[src/sv/nta_pkg.sv]
`timescale 1ns / 1ps
`default_nettype none
// ----------------------------------------------------------------------------
// Nearest track association package
// Shared types, field widths and register codes for the track association
// block and its track memory.
// ----------------------------------------------------------------------------
package nta_pkg;

	localparam int COORD_BITS    = 12;
	localparam int AGE_BITS      = 8;
	localparam int GATE_BITS     = 13;
	localparam int IDX_OUT_BITS  = 4;
	localparam int CNT_OUT_BITS  = 5;
	localparam int DIST_BITS     = COORD_BITS + 2;
	localparam int SQ_BITS       = 2 * DIST_BITS;
	localparam int SUM_BITS      = SQ_BITS + 1;
	localparam int CFG_IDX_BITS  = 8;
	localparam int CFG_DATA_BITS = 16;

	localparam logic [AGE_BITS-1:0]     AGE_MAX         = 8'hFF;
	localparam logic [GATE_BITS-1:0]    GATE_RESET      = 13'd50;
	localparam logic [AGE_BITS-1:0]     MAX_AGE_RESET   = 8'd5;
	localparam logic [CFG_IDX_BITS-1:0] REG_GATE_RADIUS = 8'd0;
	localparam logic [CFG_IDX_BITS-1:0] REG_MAX_AGE     = 8'd1;
	localparam logic                    MODE_DETECT     = 1'b0;
	localparam logic                    MODE_FRAME_END  = 1'b1;

	typedef struct packed {
		logic                  mode;
		logic [COORD_BITS-1:0] det_x;
		logic [COORD_BITS-1:0] det_y;
		logic [COORD_BITS-1:0] det_w;
		logic [COORD_BITS-1:0] det_h;
	} item_t;

	typedef struct packed {
		logic [IDX_OUT_BITS-1:0] track_index;
		logic                    new_track;
		logic                    dropped;
		logic [CNT_OUT_BITS-1:0] live_count;
	} result_t;

	typedef struct packed {
		logic [COORD_BITS-1:0] x;
		logic [COORD_BITS-1:0] y;
		logic [COORD_BITS-1:0] w;
		logic [COORD_BITS-1:0] h;
	} rect_t;

	typedef struct packed {
		rect_t               rect;
		logic [AGE_BITS-1:0] age;
	} entry_t;

	// Doubled centre, 2*lo + size.
	function automatic logic [DIST_BITS-1:0] dbl_centre(
		input logic [COORD_BITS-1:0] lo,
		input logic [COORD_BITS-1:0] size
	);
		dbl_centre = {1'b0, lo, 1'b0} + {2'b00, size};
	endfunction

	function automatic logic [DIST_BITS-1:0] abs_diff(
		input logic [DIST_BITS-1:0] a,
		input logic [DIST_BITS-1:0] b
	);
		abs_diff = (a >= b) ? (a - b) : (b - a);
	endfunction

endpackage
`default_nettype wire

[src/sv/nearest_track_association.sv]
`timescale 1ns / 1ps
`default_nettype none
// ----------------------------------------------------------------------------
// Nearest track association
// Keeps an ordered table of tracked rectangles with ages, matches detections
// to the nearest track inside the gate and sweeps out old tracks at frame end.
// ----------------------------------------------------------------------------
// A word is taken when start is high and busy is low, and busy stays high
// until the result word appears on result with done high for one cycle; the
// receiver cannot stall it. For a detection, one squaring multiplier is shared
// by the gate and by both axes of every stored track, read one entry at a time
// from the track memory. A frame end does one memory read per track and one
// write per kept track while the table is compacted in place. Register writes
// are taken only while busy is low.
module nearest_track_association #(
	parameter int MAX_TRACKS = 16
) (
	input  wire                                clk,
	input  wire                                arst_n,
	input  wire                                start,
	output logic                               busy,
	input  wire nta_pkg::item_t                item,
	output logic                               done,
	output nta_pkg::result_t                   result,
	input  wire                                cfg_valid,
	output logic                               cfg_ready,
	input  wire  [nta_pkg::CFG_IDX_BITS-1:0]   cfg_index,
	input  wire  [nta_pkg::CFG_DATA_BITS-1:0]  cfg_data
);
	import nta_pkg::*;

	localparam int IW = (MAX_TRACKS > 1) ? $clog2(MAX_TRACKS) : 1;
	localparam int CW = $clog2(MAX_TRACKS + 1);
	localparam logic [CW-1:0] CNT_FULL = CW'(MAX_TRACKS);

	localparam logic [2:0] ST_IDLE   = 3'd0;
	localparam logic [2:0] ST_GATE   = 3'd1;
	localparam logic [2:0] ST_X      = 3'd2;
	localparam logic [2:0] ST_Y      = 3'd3;
	localparam logic [2:0] ST_LAST   = 3'd4;
	localparam logic [2:0] ST_DECIDE = 3'd5;
	localparam logic [2:0] ST_SWEEP  = 3'd6;

	logic [2:0]           state_q;
	logic [GATE_BITS-1:0] gate_q;
	logic [AGE_BITS-1:0]  max_age_q;
	logic [CW-1:0]        count_q;
	logic [CW-1:0]        scan_q;
	logic [CW-1:0]        kept_q;
	logic                 pv_q;
	logic                 more_q;
	logic                 cmp_v_q;
	logic                 found_q;
	logic                 done_q;

	rect_t                det_q;
	logic [IW-1:0]        cur_q;
	logic [IW-1:0]        idx_s1;
	logic [IW-1:0]        cmp_idx_q;
	logic [IW-1:0]        best_idx_q;
	logic [DIST_BITS-1:0] dy_q;
	logic [SQ_BITS-1:0]   sq_q;
	logic [SQ_BITS-1:0]   acc_q;
	logic [SQ_BITS-1:0]   gate2_q;
	logic [SUM_BITS-1:0]  best_q;
	result_t              result_q;

	entry_t               rd_data;
	logic                 rd_en;
	logic [IW-1:0]        rd_addr;
	logic                 wr_en;
	logic [IW-1:0]        wr_addr;
	entry_t               wr_data;

	logic                 issue;
	logic [DIST_BITS-1:0] dx;
	logic [DIST_BITS-1:0] dy;
	logic [DIST_BITS-1:0] mul_a;
	logic [SQ_BITS-1:0]   prod;
	logic [SUM_BITS-1:0]  dsum;
	logic                 hit;
	logic                 keep;
	logic [AGE_BITS-1:0]  age_inc;
	logic                 sweep_end;
	logic                 room;
	logic [CW-1:0]        next_count;
	logic [IW-1:0]        dec_idx;
	logic [15:0]          idx_wide;
	logic [15:0]          cnt_wide;

	nta_track_mem #(
		.DEPTH (MAX_TRACKS),
		.AW    (IW)
	) u_mem (
		.clk     (clk),
		.wr_en   (wr_en),
		.wr_addr (wr_addr),
		.wr_data (wr_data),
		.rd_en   (rd_en),
		.rd_addr (rd_addr),
		.rd_data (rd_data)
	);

	assign busy      = (state_q != ST_IDLE);
	assign cfg_ready = !busy;
	assign done      = done_q;
	assign result    = result_q;

	assign issue = (scan_q < count_q);
	assign dx    = abs_diff(dbl_centre(rd_data.rect.x, rd_data.rect.w),
		dbl_centre(det_q.x, det_q.w));
	assign dy    = abs_diff(dbl_centre(rd_data.rect.y, rd_data.rect.h),
		dbl_centre(det_q.y, det_q.h));

	always_comb begin
		unique case (state_q)
			ST_GATE: mul_a = {gate_q, 1'b0};
			ST_X:    mul_a = dx;
			default: mul_a = dy_q;
		endcase
	end

	assign prod = mul_a * mul_a;
	assign dsum = {1'b0, acc_q} + {1'b0, sq_q};
	assign hit  = (dsum < {1'b0, gate2_q}) && (!found_q || (dsum < best_q));

	assign keep      = pv_q && (rd_data.age <= max_age_q);
	assign age_inc   = (rd_data.age == AGE_MAX) ? rd_data.age : (rd_data.age + 1'b1);
	assign sweep_end = !issue && !pv_q;
	assign room      = (count_q < CNT_FULL);
	assign dec_idx   = found_q ? best_idx_q : count_q[IW-1:0];
	assign next_count = (!found_q && room) ? (count_q + 1'b1) : count_q;

	always_comb begin
		rd_en   = 1'b0;
		rd_addr = scan_q[IW-1:0];
		if (state_q == ST_GATE) begin
			rd_en = (count_q != '0);
		end else if (state_q == ST_X || state_q == ST_SWEEP) begin
			rd_en = issue;
		end
	end

	always_comb begin
		wr_en        = 1'b0;
		wr_addr      = dec_idx;
		wr_data.rect = det_q;
		wr_data.age  = '0;
		if (state_q == ST_DECIDE) begin
			wr_en = found_q || room;
		end else if (state_q == ST_SWEEP) begin
			wr_en        = keep;
			wr_addr      = kept_q[IW-1:0];
			wr_data.rect = rd_data.rect;
			wr_data.age  = age_inc;
		end
	end

	always_ff @(posedge clk or negedge arst_n) begin
		if (!arst_n) begin
			state_q   <= ST_IDLE;
			gate_q    <= GATE_RESET;
			max_age_q <= MAX_AGE_RESET;
			count_q   <= '0;
			scan_q    <= '0;
			kept_q    <= '0;
			pv_q      <= 1'b0;
			more_q    <= 1'b0;
			cmp_v_q   <= 1'b0;
			found_q   <= 1'b0;
			done_q    <= 1'b0;
		end else begin
			done_q <= (state_q == ST_DECIDE) || (state_q == ST_SWEEP && sweep_end);
			if (cfg_valid && cfg_ready) begin
				if (cfg_index == REG_GATE_RADIUS) begin
					gate_q <= cfg_data[GATE_BITS-1:0];
				end else if (cfg_index == REG_MAX_AGE) begin
					max_age_q <= cfg_data[AGE_BITS-1:0];
				end
			end
			if (cmp_v_q) begin
				cmp_v_q <= 1'b0;
				if (hit) begin
					found_q <= 1'b1;
				end
			end
			unique case (state_q)
				ST_IDLE: begin
					if (start) begin
						scan_q  <= '0;
						kept_q  <= '0;
						pv_q    <= 1'b0;
						found_q <= 1'b0;
						state_q <= (item.mode == MODE_FRAME_END) ? ST_SWEEP : ST_GATE;
					end
				end
				ST_GATE: begin
					if (count_q != '0) begin
						scan_q  <= scan_q + 1'b1;
						state_q <= ST_X;
					end else begin
						state_q <= ST_DECIDE;
					end
				end
				ST_X: begin
					more_q <= issue;
					if (issue) begin
						scan_q <= scan_q + 1'b1;
					end
					state_q <= ST_Y;
				end
				ST_Y: begin
					cmp_v_q <= 1'b1;
					state_q <= more_q ? ST_X : ST_LAST;
				end
				ST_LAST: begin
					state_q <= ST_DECIDE;
				end
				ST_DECIDE: begin
					count_q <= next_count;
					state_q <= ST_IDLE;
				end
				ST_SWEEP: begin
					pv_q <= issue;
					if (issue) begin
						scan_q <= scan_q + 1'b1;
					end
					if (keep) begin
						kept_q <= kept_q + 1'b1;
					end
					if (sweep_end) begin
						count_q <= kept_q;
						state_q <= ST_IDLE;
					end
				end
				default: begin
					state_q <= ST_IDLE;
				end
			endcase
		end
	end

	always_ff @(posedge clk) begin
		if (state_q == ST_IDLE && start) begin
			det_q.x <= item.det_x;
			det_q.y <= item.det_y;
			det_q.w <= item.det_w;
			det_q.h <= item.det_h;
		end
		if (state_q == ST_GATE) begin
			gate2_q <= prod;
			cur_q   <= '0;
		end
		if (state_q == ST_X) begin
			sq_q   <= prod;
			dy_q   <= dy;
			idx_s1 <= cur_q;
			if (issue) begin
				cur_q <= scan_q[IW-1:0];
			end
		end
		if (state_q == ST_Y) begin
			acc_q     <= sq_q;
			sq_q      <= prod;
			cmp_idx_q <= idx_s1;
		end
		if (cmp_v_q && hit) begin
			best_q     <= dsum;
			best_idx_q <= cmp_idx_q;
		end
		if (state_q == ST_DECIDE) begin
			result_q.track_index <= (found_q || room) ? idx_wide[IDX_OUT_BITS-1:0] : '0;
			result_q.new_track   <= !found_q && room;
			result_q.dropped     <= !found_q && !room;
			result_q.live_count  <= cnt_wide[CNT_OUT_BITS-1:0];
		end else if (state_q == ST_SWEEP && sweep_end) begin
			result_q.track_index <= '0;
			result_q.new_track   <= 1'b0;
			result_q.dropped     <= 1'b0;
			result_q.live_count  <= cnt_wide[CNT_OUT_BITS-1:0];
		end
	end

	assign idx_wide = 16'(dec_idx);
	assign cnt_wide = (state_q == ST_SWEEP) ? 16'(kept_q) : 16'(next_count);

endmodule
`default_nettype wire

[src/sv/nta_track_mem.sv]
`timescale 1ns / 1ps
`default_nettype none
// ----------------------------------------------------------------------------
// Track memory
// One write port and one registered read port holding the rectangle and age
// of each table position.
// ----------------------------------------------------------------------------
module nta_track_mem #(
	parameter int DEPTH = 16,
	parameter int AW    = 4
) (
	input  wire                  clk,
	input  wire                  wr_en,
	input  wire  [AW-1:0]        wr_addr,
	input  wire nta_pkg::entry_t wr_data,
	input  wire                  rd_en,
	input  wire  [AW-1:0]        rd_addr,
	output nta_pkg::entry_t      rd_data
);
	import nta_pkg::*;

	entry_t mem_q [DEPTH];

	always_ff @(posedge clk) begin
		if (wr_en) begin
			mem_q[wr_addr] <= wr_data;
		end
	end

	always_ff @(posedge clk) begin
		if (rd_en) begin
			rd_data <= mem_q[rd_addr];
		end
	end

endmodule
`default_nettype wire
[config.mk]
export PLATFORM = sky130hd
export DESIGN_NAME = nearest_track_association
export DESIGN_NICKNAME = d
export VERILOG_FILES = /design/src/sv/nta_pkg.sv /design/src/sv/nearest_track_association.sv /design/src/sv/nta_track_mem.sv
export SDC_FILE = /design/constraint.sdc
export NUM_CORES = 2
export LEC_CHECK = 0
export BUFFER_PORTS_ARGS = -buffer_cell sky130_fd_sc_hd__buf_2
export CELL_PAD_IN_SITES_DETAIL_PLACEMENT = 1
export CELL_PAD_IN_SITES_GLOBAL_PLACEMENT = 1
export CORE_MARGIN = 10
export CORE_UTILIZATION = 45
export DETAILED_ROUTE_END_ITERATION = 10
export PLACE_DENSITY = 0.68
export SYNTH_ARGS = -nofsm -noshare
export SYNTH_HDL_FRONTEND = slang
export SYNTH_SLANG_ARGS = --single-unit
[constraint.sdc]
create_clock -name clk -period 25.2 [get_ports clk]
set_clock_uncertainty 0.15 [all_clocks]
set_input_delay 0 -clock clk [delete_from_list [all_inputs] [get_ports clk]]
set_output_delay 0 -clock clk [all_outputs]
set_load 0.01 [all_outputs]
==> metrics.cfg <==
[status]
status=finished, final reports clean

[finish]
syn2layout_area_growth_pct=14.45
layout-drive-gt1-share=0.1964
fillers=11721
fin_nets=4217

[sta]
min_period_ps=12430
tns_ps=0
hold_violations=0
worst_pin_slew_ps=1198
period_share=0.4931
setup_viol=0
relSlewSlack=0.2016
rsz0062_at_grt=no
drv_slew=0
fmaxAchievable_mhz=80.48

[setup_path]
critPathMaxFanout=19
regToRegSetupSlack_ps=12770
worstPathRequired_ps=25520
endpoint_kind=flip-flop
crit_path_max_incr_delay_ps=710
crit_arrival_ps=12740
path_class=flip-flop to flip-flop
cp_slowest_cell=o21a_1
startpoint_type=flip-flop

[grt]
overflow=0
grt_pass1_wl_um=217700
grt_antenna_before_repair=7
grt_pass1_vias=33455
grt_usage=0.2056
grt_max_degree=89

[hold_path]
worstHoldPathType=input port to flip-flop

[synth]
yosys_warnings=0
synth_ff_type=edfxtp_1
syn_inst=3436
async_reset_ff_frac=0.03682
syn_nets=3917
synthesis.area_um2=56830
synth_cell_types=86
synth_area_per_cell_um2=16.54
synth_edf_count=1147
synth-seq-cells=1195
seq_area_frac_synth=0.6270

[floorplanning]
dieArea_um2=140900
dieWidth_um=375.4
num_rows=130
fp.dieH_um=375.4
initial_core_util=0.4525
pin_count=91
core_area_um2=125600

[clocking]
clk_pin_slew_worst_paths_ps=60
numCtsBuffers=130
htree_num_levels=4
cts_tree=yes
root_buffer=clkbuf_16
cts_buffer_depth=3
clock_sinks=1195
clk_latency_ps=760

[place]
routabilityCongestion=0.7994
dp_hpwl_um=88030
port_buffers=87

[drt]
postRouteAntennaNets=0
wl_per_cell_um=26.39
via_per_inst=5.660
drc=0
postRouteWirelength_um=144800
vias=31050
dr.pass1.iters=5
drt-initial-drc-count=2419

[job]
maxCapViolCount=0

placed cells by master, fill, tap and decap left out, drive strengths merged, types with 125 or more instances in the layout:
cell and n:
edfxtp 1147, inv 326, mux4 280, ha 279, clkbuf 153, nor2 148, buf 143, dlygate4sd3 141
nand2 131, a21oi 126, fa 125
flip-flops by register name, summed over array words and instances, names as in the netlist, 8 cells and up:
name,flops
max_age_q,8
dy_q,14
u_mem.rd_data,56
gate2_q,27
sq_q,27
acc_q,27
u_mem.mem_q,896
gate_q,13
det_q,48
result,11
best_q,29
critical path: cells and delay by family (launching register included):
kind | cells | cell delay, ps
AO/OA/AOI/OAI | 22 | 6060
XOR/XNOR | 3 | 550
adder cells (fa/ha/maj) | 9 | 4180
flip-flops | 1 | 420
buffers and inverters | 5 | 500
AND/OR/NAND/NOR | 3 | 250
synthesized netlist by cell type, types with 6 or more instances:
master | instances | share of area
fa_1 | 125 | 0.044
ha_1 | 279 | 0.061
buf_1 | 24 | 0.0016
or2_2 | 8 | 0.00088
nor2b_1 | 24 | 0.0026
mux4_2 | 280 | 0.11
clkbuf_1 | 73 | 0.0048
xor2_1 | 42 | 0.0065
nand2b_1 | 29 | 0.0032
a211oi_1 | 10 | 0.0013
o211ai_1 | 7 | 0.00092
nand3_1 | 28 | 0.0025
nand2_1 | 122 | 0.0081
xnor2_1 | 82 | 0.013
o21bai_1 | 19 | 0.0025
nor3_1 | 26 | 0.0023
nor2_1 | 148 | 0.0098
dfrtp_1 | 39 | 0.017
o21ai_1 | 6 | 0.00053
inv_2 | 7 | 0.00046
o21a_1 | 19 | 0.0025
and3_1 | 13 | 0.0014
and2_1 | 23 | 0.0025
buf_2 | 15 | 0.0013
o21ai_0 | 67 | 0.0059
nand4_1 | 27 | 0.0030
a21o_1 | 74 | 0.0098
a21boi_0 | 9 | 0.0012
a31oi_1 | 14 | 0.0015
nand2_2 | 9 | 0.00099
mux2i_1 | 12 | 0.0021
edfxtp_1 | 1147 | 0.61
mux2_2 | 73 | 0.014
a21oi_1 | 126 | 0.011
inv_1 | 307 | 0.020
final timing paths:
kind	cells past startpoint	startpoint	end
min in group asynchronous	4	arst_n	gate_q[9]$_DFFE_PN0P_
max reg2reg	42	u_mem.rd_data[22]$_DFFE_PP_	sq_q[27]$_DFFE_PP_
min reg2reg	0	cmp_idx_q[2]$_DFFE_PP_	best_idx_q[2]$_DFFE_PP_
max	42	u_mem.rd_data[22]$_DFFE_PP_	sq_q[27]$_DFFE_PP_
min	4	start	state_q[0]$_DFFE_PN0P_
max in group asynchronous	4	arst_n	scan_q[2]$_DFFE_PN0P_
through the flow:
| stage | std cells | utilization | area, um2 | setup WS (ps) | hold WS (ps) |
|---|---|---|---|---|---|
| after global routing | 5484 | 0.5179 | 65030 | 11950 | 162.3 |
| after detailed placement | 5113 | 0.4734 | 59450 | 12750 | -7.704 |
| after global placement | 5113 | 0.4734 | 59450 | 12840 | -7.311 |
| after CTS | 5484 | 0.5179 | 65030 | 12680 | 112.6 |
| after floorplan | 3436 | - | 56830 | 14970 | -445.6 |
| final | 5486 | 0.5179 | 65030 | 12770 | 177.0 |
area by class of cell:
cell class,count,area [um2],share of cell area
sequential,1195,35640,0.5480
clock buffer,153,3361,0.05168
clock inverter,77,809.5,0.01245
inverter,317,1194,0.01835
antenna,2,5.005,0.00007696
tap,1650,2064,0.03174
timing repair buffer,284,2280,0.03505
multi-input combinational,1808,19680,0.3026
layer usage:
| layer | up-vias | part of all wire | track usage |
|---|---|---|---|
| li1 | 13755 | - | - |
| met1 | 16241 | 0.44 | 0.2795 |
| met2 | 852 | 0.49 | 0.3426 |
| met3 | 200 | 0.052 | 0.03501 |
| met4 | 2 | 0.022 | 0.05344 |
| met5 | - | 0.000090 | 0 |
cell families after synthesis:
group | synth area share
AO/OA/AOI/OAI | 0.05005
AND/OR/NAND/NOR | 0.04087
multiplexers | 0.1282
adder cells (fa/ha/maj) | 0.1055
buffers and inverters | 0.02928
flip-flops | 0.6270
XOR/XNOR | 0.01911
what timing repair did:
action	in CTS	in global routing
resized for setup	0	0
endpoints found under the hold margin	135	0
hold buffers	141	0
setup buffers	0	0
Power is not shown: default switching activity piles up to over one toggle a cycle in this logic, so the estimate is an artifact.
